### src/rtl/sjf_pkg.sv
// shared constants and types of the scheduler
package sjf_pkg;
    localparam int MaxCustomers = 32;
    localparam int MaxServers   = 8;
    localparam int TimeBits     = 16;
    localparam int CntBits      = $clog2(MaxCustomers + 1);
    localparam int AddrBits     = $clog2(MaxCustomers);
    localparam int SrvBits      = $clog2(MaxServers);
    localparam int FinBits      = 21;
    localparam int SumBits      = 26;
    localparam logic [3:0] ServerCountReset = 4'd2;

    typedef enum logic [3:0] {
        ST_LOAD, ST_SORT_RD, ST_SORT_WAIT, ST_SORT_CMP, ST_SORT_PUT, ST_PASS_RD,
        ST_PASS_WAIT, ST_PASS_ACC, ST_DIV, ST_OUT_RD, ST_OUT_WAIT, ST_OUT
    } t_state;

    typedef struct packed {
        logic                          we;
        logic [AddrBits-1:0]           waddr;
        logic [TimeBits-1:0]           wdata;
        logic [AddrBits-1:0]           raddr;
    } t_mem_ctl;
endpackage

### src/rtl/sjf_if.sv
// valid/ready channel interfaces of the scheduler
interface sjf_in_if;
    logic        valid;
    logic        ready;
    logic [15:0] service_time;
    logic        last_customer;
    modport source(output valid, service_time, last_customer, input ready);
    modport sink(input valid, service_time, last_customer, output ready);
endinterface

interface sjf_out_if;
    logic        valid;
    logic        ready;
    logic [15:0] sorted_service_time;
    logic [2:0]  server_index;
    logic [20:0] finish_time;
    logic [20:0] average_wait;
    logic        last_result;
    modport source(output valid, sorted_service_time, server_index, finish_time,
                   average_wait, last_result, input ready);
    modport sink(input valid, sorted_service_time, server_index, finish_time,
                 average_wait, last_result, output ready);
endinterface

### src/rtl/sjf_time_ram.sv
// customer time store, one write and one registered read port
module sjf_time_ram (
    input  logic                                   i_clk,
    input  sjf_pkg::t_mem_ctl                      i_ctl,
    output logic [sjf_pkg::TimeBits-1:0]           o_rdata
);
    import sjf_pkg::*;
    logic [TimeBits-1:0] r_mem [MaxCustomers];
    always_ff @(posedge i_clk) begin
        if (i_ctl.we) begin
            r_mem[i_ctl.waddr] <= i_ctl.wdata;
        end
        o_rdata <= r_mem[i_ctl.raddr];
    end
endmodule

### src/rtl/sjf_divider.sv
// restoring divider, one quotient bit per cycle
module sjf_divider (
    input  logic                              i_clk,
    input  logic                              i_rst_n,
    input  logic                              i_start,
    input  logic [sjf_pkg::SumBits-1:0]       i_num,
    input  logic [sjf_pkg::CntBits-1:0]       i_den,
    output logic                              o_done,
    output logic [sjf_pkg::SumBits-1:0]       o_quot
);
    import sjf_pkg::*;
    localparam int StepBits = $clog2(SumBits + 1);
    logic [SumBits-1:0]  r_q, n_q;
    logic [CntBits:0]    r_rem, n_rem;
    logic [CntBits-1:0]  r_den;
    logic [StepBits-1:0] r_cnt;
    logic                r_busy;
    logic [CntBits:0]    w_trial;

    always_comb begin
        w_trial = {r_rem[CntBits-1:0], r_q[SumBits-1]};
        n_q     = {r_q[SumBits-2:0], 1'b0};
        n_rem   = w_trial;
        if (w_trial >= {1'b0, r_den}) begin
            n_rem   = w_trial - {1'b0, r_den};
            n_q[0]  = 1'b1;
        end
    end

    always_ff @(posedge i_clk) begin
        if (!i_rst_n) begin
            r_busy <= 1'b0;
            o_done <= 1'b0;
            r_cnt  <= '0;
        end else begin
            o_done <= 1'b0;
            if (i_start) begin
                r_busy <= 1'b1;
                r_cnt  <= StepBits'(SumBits);
                r_q    <= i_num;
                r_rem  <= '0;
                r_den  <= i_den;
            end else if (r_busy) begin
                r_q   <= n_q;
                r_rem <= n_rem;
                r_cnt <= r_cnt - 1'b1;
                if (r_cnt == StepBits'(1)) begin
                    r_busy <= 1'b0;
                    o_done <= 1'b1;
                end
            end
        end
    end
    assign o_quot = r_q;
endmodule

### src/rtl/shortest_job_first_multi_server.sv
// top level of the shortest-job-first multi-server scheduler
// channel | dir | payload                                             | handshake
// s_in    | in  | service_time, last_customer                         | valid/ready
// m_out   | out | sorted_service_time, server_index, finish_time,     | valid/ready
//         |     | average_wait, last_result                           |
// loading accepts one transaction per cycle; the closing transaction starts an
// in-memory insertion sort (per round: read, wait, compare with one shift
// per larger entry, and a put state when the key lands at the front), a read,
// wait and accumulate pass per customer for server assignment and the finish
// sum, the divide state and a read, wait and output pass per result;
// a batch of one customer skips the sort; all use the single ram read port
// reset is synchronous and active low, the time store has no clearing pass
// input ready is low from the closing transaction until the last result is taken
// output stalls simply hold the result register
module shortest_job_first_multi_server (
    input  logic        i_clk,
    input  logic        i_rst_n,
    input  logic        i_cfg_we,
    input  logic [3:0]  i_cfg_wdata,
    sjf_in_if.sink      s_in,
    sjf_out_if.source   m_out
);
    import sjf_pkg::*;

    t_state r_state, n_state;
    logic [3:0]           r_srv_cfg;
    logic [CntBits-1:0]   r_count;
    logic [AddrBits-1:0]  r_i, r_j;            // sort round index / hole for the key
    logic [TimeBits-1:0]  r_key;               // value being inserted
    logic [CntBits-1:0]   r_k;                 // pass index
    logic [FinBits-1:0]   r_free [MaxServers];
    logic [SumBits-1:0]   r_sum;
    logic [FinBits-1:0]   r_avg;
    logic [SrvBits-1:0]   r_nsrv_m1;
    logic [TimeBits-1:0]  w_rdata;
    t_mem_ctl             w_ctl;
    logic                 w_div_start, w_div_done;
    logic [SumBits-1:0]   w_quot;
    logic [SrvBits-1:0]   w_best;
    logic [FinBits-1:0]   w_fin;
    logic [FinBits-1:0]   w_out_fin [MaxCustomers];
    logic [SrvBits-1:0]   w_out_srv [MaxCustomers];
    logic [FinBits-1:0]   r_fin_tab [MaxCustomers];
    logic [SrvBits-1:0]   r_srv_tab [MaxCustomers];
    logic [AddrBits-1:0]  w_k_addr;
    logic                 w_in_acc;
    logic [CntBits-1:0]   w_load_cnt;
    logic                 w_sort_last;

    assign w_in_acc = s_in.valid && s_in.ready;
    assign s_in.ready = (r_state == ST_LOAD);
    assign w_k_addr = r_k[AddrBits-1:0];
    assign w_out_fin = r_fin_tab;
    assign w_out_srv = r_srv_tab;
    // a full store keeps its count, the extra time is dropped
    assign w_load_cnt = (r_count < CntBits'(MaxCustomers)) ? r_count + 1'b1 : r_count;
    assign w_sort_last = ({1'b0, r_i} + 1'b1 == r_count);

    // configuration register
    always_ff @(posedge i_clk) begin
        if (!i_rst_n) begin
            r_srv_cfg <= ServerCountReset;
        end else if (i_cfg_we) begin
            r_srv_cfg <= i_cfg_wdata;
        end
    end

    // earliest free server, lowest index wins ties
    always_comb begin
        w_best = '0;
        for (int s = 1; s < MaxServers; s++) begin
            if (SrvBits'(s) <= r_nsrv_m1 && r_free[s] < r_free[w_best]) begin
                w_best = SrvBits'(s);
            end
        end
        w_fin = r_free[w_best] + FinBits'(w_rdata);
    end

    // ram control
    always_comb begin
        w_ctl.we    = 1'b0;
        w_ctl.waddr = r_count[AddrBits-1:0];
        w_ctl.wdata = s_in.service_time[TimeBits-1:0];
        w_ctl.raddr = w_k_addr;
        unique case (r_state)
            ST_LOAD: begin
                w_ctl.we = w_in_acc && (r_count < CntBits'(MaxCustomers));
            end
            ST_SORT_RD: w_ctl.raddr = r_i;
            ST_SORT_WAIT: w_ctl.raddr = r_j - 1'b1;
            ST_SORT_CMP: begin
                // shift the larger entry into the hole, or drop the key there
                w_ctl.we    = 1'b1;
                w_ctl.waddr = r_j;
                w_ctl.wdata = r_key;
                w_ctl.raddr = r_j - 2'd2;
                if (w_rdata > r_key) begin
                    w_ctl.wdata = w_rdata;
                end
            end
            ST_SORT_PUT: begin
                // key belongs at the front
                w_ctl.we    = 1'b1;
                w_ctl.waddr = r_j;
                w_ctl.wdata = r_key;
            end
            default: ;
        endcase
    end

    sjf_time_ram u_ram (.i_clk(i_clk), .i_ctl(w_ctl), .o_rdata(w_rdata));

    assign w_div_start = (r_state == ST_PASS_ACC) && (r_k + 1'b1 == r_count);
    sjf_divider u_div (
        .i_clk(i_clk), .i_rst_n(i_rst_n), .i_start(w_div_start),
        .i_num(r_sum + SumBits'(w_fin)), .i_den(r_count),
        .o_done(w_div_done), .o_quot(w_quot)
    );

    always_comb begin
        n_state = r_state;
        unique case (r_state)
            ST_LOAD: begin
                if (w_in_acc && s_in.last_customer) begin
                    n_state = (w_load_cnt <= CntBits'(1)) ? ST_PASS_RD : ST_SORT_RD;
                end
            end
            ST_SORT_RD:   n_state = ST_SORT_WAIT;
            ST_SORT_WAIT: n_state = ST_SORT_CMP;
            ST_SORT_CMP: begin
                if (w_rdata > r_key) begin
                    n_state = (r_j == AddrBits'(1)) ? ST_SORT_PUT : ST_SORT_CMP;
                end else begin
                    n_state = w_sort_last ? ST_PASS_RD : ST_SORT_RD;
                end
            end
            ST_SORT_PUT:  n_state = w_sort_last ? ST_PASS_RD : ST_SORT_RD;
            ST_PASS_RD:   n_state = ST_PASS_WAIT;
            ST_PASS_WAIT: n_state = ST_PASS_ACC;
            ST_PASS_ACC:  n_state = (r_k + 1'b1 == r_count) ? ST_DIV : ST_PASS_RD;
            ST_DIV:       if (w_div_done) n_state = ST_OUT_RD;
            ST_OUT_RD:    n_state = ST_OUT_WAIT;
            ST_OUT_WAIT:  n_state = ST_OUT;
            ST_OUT:       if (m_out.ready) begin
                n_state = m_out.last_result ? ST_LOAD : ST_OUT_RD;
            end
            default:      n_state = ST_LOAD;
        endcase
    end

    // state register
    always_ff @(posedge i_clk) begin
        if (!i_rst_n) begin
            r_state <= ST_LOAD;
        end else begin
            r_state <= n_state;
        end
    end

    always_ff @(posedge i_clk) begin
        if (!i_rst_n) begin
            r_count     <= '0;
            m_out.valid <= 1'b0;
        end else begin
            unique case (r_state)
                ST_LOAD: begin
                    if (w_in_acc) begin
                        r_count <= w_load_cnt;
                        if (s_in.last_customer) begin
                            r_i <= AddrBits'(1);
                            r_k <= '0;
                            r_sum <= '0;
                            for (int s = 0; s < MaxServers; s++) r_free[s] <= '0;
                            if (r_srv_cfg == 4'd0) r_nsrv_m1 <= '0;
                            else if (r_srv_cfg > 4'(MaxServers)) begin
                                r_nsrv_m1 <= SrvBits'(MaxServers - 1);
                            end else r_nsrv_m1 <= SrvBits'(r_srv_cfg - 4'd1);
                        end
                    end
                end
                ST_SORT_RD: r_j <= r_i;
                ST_SORT_WAIT: r_key <= w_rdata;
                ST_SORT_CMP: begin
                    if (w_rdata > r_key) begin
                        r_j <= r_j - 1'b1;
                    end else if (!w_sort_last) begin
                        r_i <= r_i + 1'b1;
                    end
                end
                ST_SORT_PUT: begin
                    if (!w_sort_last) r_i <= r_i + 1'b1;
                end
                ST_PASS_ACC: begin
                    r_free[w_best]      <= w_fin;
                    r_sum               <= r_sum + SumBits'(w_fin);
                    r_fin_tab[w_k_addr] <= w_fin;
                    r_srv_tab[w_k_addr] <= w_best;
                    r_k                 <= r_k + 1'b1;
                end
                ST_DIV: begin
                    r_avg <= w_quot[FinBits-1:0];
                    r_k   <= '0;
                end
                ST_OUT_WAIT: begin
                    m_out.valid               <= 1'b1;
                    m_out.sorted_service_time <= w_rdata;
                    m_out.server_index        <= w_out_srv[w_k_addr];
                    m_out.finish_time         <= w_out_fin[w_k_addr];
                    m_out.average_wait        <= r_avg;
                    m_out.last_result         <= (r_k + 1'b1 == r_count);
                end
                ST_OUT: begin
                    if (m_out.ready) begin
                        m_out.valid <= 1'b0;
                        r_k <= r_k + 1'b1;
                        if (m_out.last_result) r_count <= '0;
                    end
                end
                default: ;
            endcase
        end
    end
endmodule

### src/flat_wrapper.sv
// flat-port wrapper written by rule: the top's interface ports become plain ports
module shortest_job_first_multi_server_flat import sjf_pkg::*;
  (i_clk, i_rst_n, i_cfg_we, i_cfg_wdata, s_in_valid, s_in_service_time, s_in_last_customer, s_in_ready, m_out_valid, m_out_sorted_service_time, m_out_server_index, m_out_finish_time, m_out_average_wait, m_out_last_result, m_out_ready);
  sjf_in_if s_in_i ();
  sjf_out_if m_out_i ();
  input  logic i_clk;
  input  logic i_rst_n;
  input  logic i_cfg_we;
  input  logic [3:0] i_cfg_wdata;
  input wire logic [$bits(s_in_i.valid)-1:0] s_in_valid;
  input wire logic [$bits(s_in_i.service_time)-1:0] s_in_service_time;
  input wire logic [$bits(s_in_i.last_customer)-1:0] s_in_last_customer;
  output wire logic [$bits(s_in_i.ready)-1:0] s_in_ready;
  output wire logic [$bits(m_out_i.valid)-1:0] m_out_valid;
  output wire logic [$bits(m_out_i.sorted_service_time)-1:0] m_out_sorted_service_time;
  output wire logic [$bits(m_out_i.server_index)-1:0] m_out_server_index;
  output wire logic [$bits(m_out_i.finish_time)-1:0] m_out_finish_time;
  output wire logic [$bits(m_out_i.average_wait)-1:0] m_out_average_wait;
  output wire logic [$bits(m_out_i.last_result)-1:0] m_out_last_result;
  input wire logic [$bits(m_out_i.ready)-1:0] m_out_ready;
  assign s_in_i.valid = s_in_valid;
  assign s_in_i.service_time = s_in_service_time;
  assign s_in_i.last_customer = s_in_last_customer;
  assign s_in_ready = s_in_i.ready;
  assign m_out_valid = m_out_i.valid;
  assign m_out_sorted_service_time = m_out_i.sorted_service_time;
  assign m_out_server_index = m_out_i.server_index;
  assign m_out_finish_time = m_out_i.finish_time;
  assign m_out_average_wait = m_out_i.average_wait;
  assign m_out_last_result = m_out_i.last_result;
  assign m_out_i.ready = m_out_ready;
  shortest_job_first_multi_server u_core (.i_clk(i_clk), .i_rst_n(i_rst_n), .i_cfg_we(i_cfg_we), .i_cfg_wdata(i_cfg_wdata), .s_in(s_in_i), .m_out(m_out_i));
endmodule
### config.mk
export PLATFORM = sky130hd
export DESIGN_NAME = shortest_job_first_multi_server_flat
export DESIGN_NICKNAME = d
export VERILOG_FILES = /design/src/rtl/sjf_pkg.sv /design/src/rtl/sjf_if.sv /design/src/rtl/sjf_time_ram.sv /design/src/rtl/sjf_divider.sv /design/src/rtl/shortest_job_first_multi_server.sv /design/src/flat_wrapper.sv
export SDC_FILE = /design/constraint.sdc
export NUM_CORES = 2
export LEC_CHECK = 0
export BUFFER_PORTS_ARGS = -buffer_cell sky130_fd_sc_hd__buf_2
export CORE_MARGIN = 2
export CORE_UTILIZATION = 25
export CTS_CLUSTER_SIZE = 8
export DETAILED_ROUTE_END_ITERATION = 12
export SYNTH_ARGS = -nofsm -noshare
export SYNTH_HDL_FRONTEND = slang
export SYNTH_SLANG_ARGS = --single-unit
### constraint.sdc
create_clock -name i_clk -period 27.3 [get_ports i_clk]
set_clock_uncertainty 0.1 [all_clocks]
set_input_delay 2.73 -clock i_clk [delete_from_list [all_inputs] [get_ports i_clk]]
set_output_delay 2.73 -clock i_clk [all_outputs]
set_load 0.02 [all_outputs]
==> flow_metrics.env <==
export IMPL_cts_max_path_buffers=4
export IMPL_rrSetupSlack_ns=1.39
export IMPL_reg2reg_to="u_core.u_div.o_quot[23]"
export IMPL_status="finished, final reports clean"
export IMPL_cp_required_ns=27.80
export IMPL_grt_pass1_wl_um=318000
export IMPL_cap_violations=0
export IMPL_path_common_cell="a21oi_1"
export IMPL_antenna_found_initial=14
export IMPL_synthCells=4650
export IMPL_utilization_pct=29.4
export IMPL_cp_max_fo=43
export IMPL_finalHoldViolations=0
export IMPL_drive_gt1_share_pct=20.3
export IMPL_syn_avg_cell_area_um2=15.8
export IMPL_first_iter_violations=5262
export IMPL_worstHoldPathType="flop to flop"
export IMPL_worst_path_buf_inv=8
export IMPL_grt_remaining_overflow=0
export IMPL_clock_fmax_mhz=38.6
export IMPL_hold_start="u_core.r_avg[7]"
export IMPL_routedWlPerCell_um=25.3
export IMPL_clk_pin_slew_ns=0.06
export IMPL_worstRegToRegCells=101
export IMPL_insertion_delay_ns=0.87
export IMPL_synth_edf_count=1630
export IMPL_syn_nets=4891
export IMPL_worst_path_stages=101
export IMPL_maxSlewViolCount=0
export IMPL_hold_depth=0
export IMPL_yosysWarnings=0
export IMPL_wl_um=225000
export IMPL_synth_ff_type="edfxtp_1"
export IMPL_critPathSlowestCell="inv_1"
export IMPL_setup_viol=0
export IMPL_yosysMostFrequentCell="edfxtp_1"
export IMPL_cts_buffers_inserted=237
export IMPL_drt_pass1_iterations=8
export IMPL_ys_ff_latch=1668
export IMPL_reg2reg_from="u_core.r_free[1][18]"
export IMPL_die_width_um=546
export IMPL_worst_slew_pin_slew_ns=1.39
export IMPL_cts_htree_levels=4
export IMPL_hold_path_endpoint="u_core.m_out.average_wait[7]"
export IMPL_synthTopCellsByArea="edfxtp_1 (67%), mux4_2 (9.8%), ha_1 (3.6%), nor2_1 (2.4%), mux2i_1 (1.7%)"
export IMPL_yosysSeqAreaShare_pct=67.6
export IMPL_grt_usage_pct=14.5
export IMPL_cts_tree="built"
export IMPL_die_height_um=546
export IMPL_place_gp_congestion=0.924
export IMPL_start_util_pct=25.1
export IMPL_core_um2=293000
export IMPL_path_class="flop to flop"
export IMPL_rows=199
export IMPL_drcViolationCount=0
export IMPL_syn2layout_area_growth_pct=17.3
export IMPL_grt_pass1_vias=44300
export IMPL_cts_sinks=1668
export IMPL_cp_end_kind="flop"
export IMPL_grt_max_degree=111
export IMPL_netlist_top_cells_count="edfxtp_1 (1630), nor2_1 (474), mux4_2 (320)"
export IMPL_synth_distinct_cells=95
export IMPL_final_nets=5160
export IMPL_crit_family="compound AO/OA/AOI/OAI gates"
export IMPL_synthArstFlopShare_pct=0
export IMPL_dp_hpwl_um=143000
export IMPL_numPortBuffers=89
export IMPL_post_route_period_util_pct=94.9
export IMPL_antenna_left=0
export IMPL_cp_start_kind="flop"
export IMPL_synthesis_area_um2=73500
export IMPL_cpPeakStageDelay_ns=0.76
export IMPL_synth_top_cell_by_area="edfxtp_1"
export IMPL_cts_root_buf="clkbuf_16"
export IMPL_ios=90
export IMPL_slew_headroom_pct=7.08
export IMPL_yosys_area_top_type_share_pct=66.6
export IMPL_routed_via_density=4.98
export IMPL_arrival_ns=26.41
export IMPL_via_count=44300
export IMPL_period_needed_ns=25.91
export IMPL_dieArea_um2=298000
## how the worst max path moves through the flow
| stage | from | slack (ns) | endpoint |
|---|---|---|---|
| after floorplan | u_core.r_free[1][16] | 3.69 | u_core.u_div.o_quot[25] |
| after global placement | u_core.r_free[1][18] | -0.54 | u_core.u_div.o_quot[23] |
| after detailed placement | u_core.r_free[1][18] | -0.77 | u_core.u_div.o_quot[23] |
| after CTS | u_core.r_free[1][18] | 0.23 | u_core.u_div.o_quot[23] |
| after global routing | u_core.r_free[1][18] | -0.04 | u_core.u_div.o_quot[22] |
| final | u_core.r_free[1][18] | 1.39 | u_core.u_div.o_quot[23] |
## worst reg2reg max path, delay by kind of cell (launching register included)
family / cells / cell delay (ns)
muxes: 5 / 1.26
adders and majority gates: 9 / 2.91
DFF: 1 / 0.47
buffers and inverters: 8 / 2.54
AOI/OAI and AO/OA: 57 / 13.66
xor gates and xnor gates: 2 / 0.54
and+or+nand+nor: 20 / 4.17
## registers in the layout, summed over array words and instances (netlist names), 5 cells and up
register,flops
u_core.u_div.r_rem,6
u_core.r_i,5
u_core.m_out.finish_time,21
u_core.u_div.r_cnt,5
u_core.r_avg,21
u_core.r_key,16
u_core.r_sum,26
u_core.r_j,5
u_core.u_div.o_quot,26
u_core.r_srv_tab,96
u_core.u_ram.o_rdata,16
u_core.u_ram.r_mem,512
u_core.r_k,6
u_core.r_count,6
u_core.m_out.average_wait,21
u_core.u_div.r_den,6
u_core.m_out.sorted_service_time,16
u_core.r_fin_tab,672
u_core.r_free,168
## routing by layer
metal | wire [µm] | up-vias | track usage [%]
met5 | 13 | - | 0
met4 | 12500 | 2 | 7.22
met3 | 17900 | 506 | 2.50
met2 | 104000 | 2124 | 23.2
met1 | 90000 | 22800 | 18.9
li1 | - | 18900 | -
## cell families (layout without fill, tap and decap cells)
family | count (synthesis) | count (layout) | synth area share [%]
fa+ha+maj | 215 | 215 | 3.69
buf+inv | 380 | 707 | 2.06
xor+xnor | 71 | 71 | 0.866
simple gates | 1038 | 1038 | 6.30
other cells | 0 | 1 | 0
flops | 1668 | 1668 | 67.6
compound gates | 780 | 782 | 7.13
mux | 498 | 498 | 12.3
## metrics by stage
| step | std cells | hold WS [ns] | setup TNS (ns) | worst slack (ns) | cell area [µm²] |
|---|---|---|---|---|---|
| after floorplan | 4650 | 0.300 | 0 | 3.69 | 73500 |
| after global placement | 8576 | 0.306 | -6.08 | -0.542 | 79500 |
| after detailed placement | 8576 | 0.306 | -10.77 | -0.774 | 79500 |
| after CTS | 8876 | 0.281 | 0 | 0.227 | 85900 |
| after global routing | 8898 | 0.283 | -0.0642 | -0.0353 | 86200 |
| final | 8899 | 0.268 | 0 | 1.39 | 86200 |
## final cells by class
| type | instances | area (µm²) |
|---|---|---|
| Fill cell | 29100 | 207000 |
| Sequential cell | 1668 | 49700 |
| Multi-Input combinational cell | 2604 | 22900 |
| Clock buffer | 286 | 6150 |
| Tap cell | 3919 | 4900 |
| Timing Repair Buffer | 266 | 1820 |
| Inverter | 136 | 538 |
| Clock inverter | 13 | 183 |
| Timing Repair inverter | 6 | 30.0 |
| Antenna cell | 1 | 2.50 |
## timing repair
item                                    CTS  global route
endpoints found under the setup margin   28           133
setup buffers                             0            15
pin swaps                                 0             3
cloned                                    1             7
hold buffers                              0             0
gates resized for setup                   6            28
## layout by cell type, fill, tap and decap left out, types with 25 or more instances in the layout
| cell type | Yosys | routed |
|---|---|---|
| o211ai_1 | 40 | 40 |
| clkbuf_1 | 171 | 47 |
| nand2_1 | 268 | 267 |
| a221oi_1 | 36 | 35 |
| a21oi_1 | 179 | 175 |
| a22oi_1 | 107 | 107 |
| nand3_1 | 53 | 53 |
| nor2_1 | 474 | 431 |
| buf_2 | 10 | 89 |
| and3_1 | 30 | 29 |
| dfxtp_1 | 38 | 38 |
| nor2b_1 | 27 | 27 |
| inv_1 | 135 | 129 |
| nor2_4 | 0 | 34 |
| nor3_1 | 28 | 25 |
| buf_4 | 16 | 173 |
| mux4_2 | 320 | 320 |
| mux2i_1 | 126 | 122 |
| a21o_1 | 67 | 62 |
| edfxtp_1 | 1630 | 1630 |
| xnor2_1 | 39 | 36 |
| o21ai_0 | 157 | 156 |
| nand4_1 | 53 | 53 |
| mux2_2 | 51 | 51 |
| clkbuf_16 | 0 | 238 |
| xor2_1 | 30 | 30 |
| ha_1 | 212 | 212 |
| a211oi_1 | 31 | 28 |
Power is left out: the tool's default activity adds up to more than one toggle a clock period on the data nets, which glitch-free logic cannot reach.
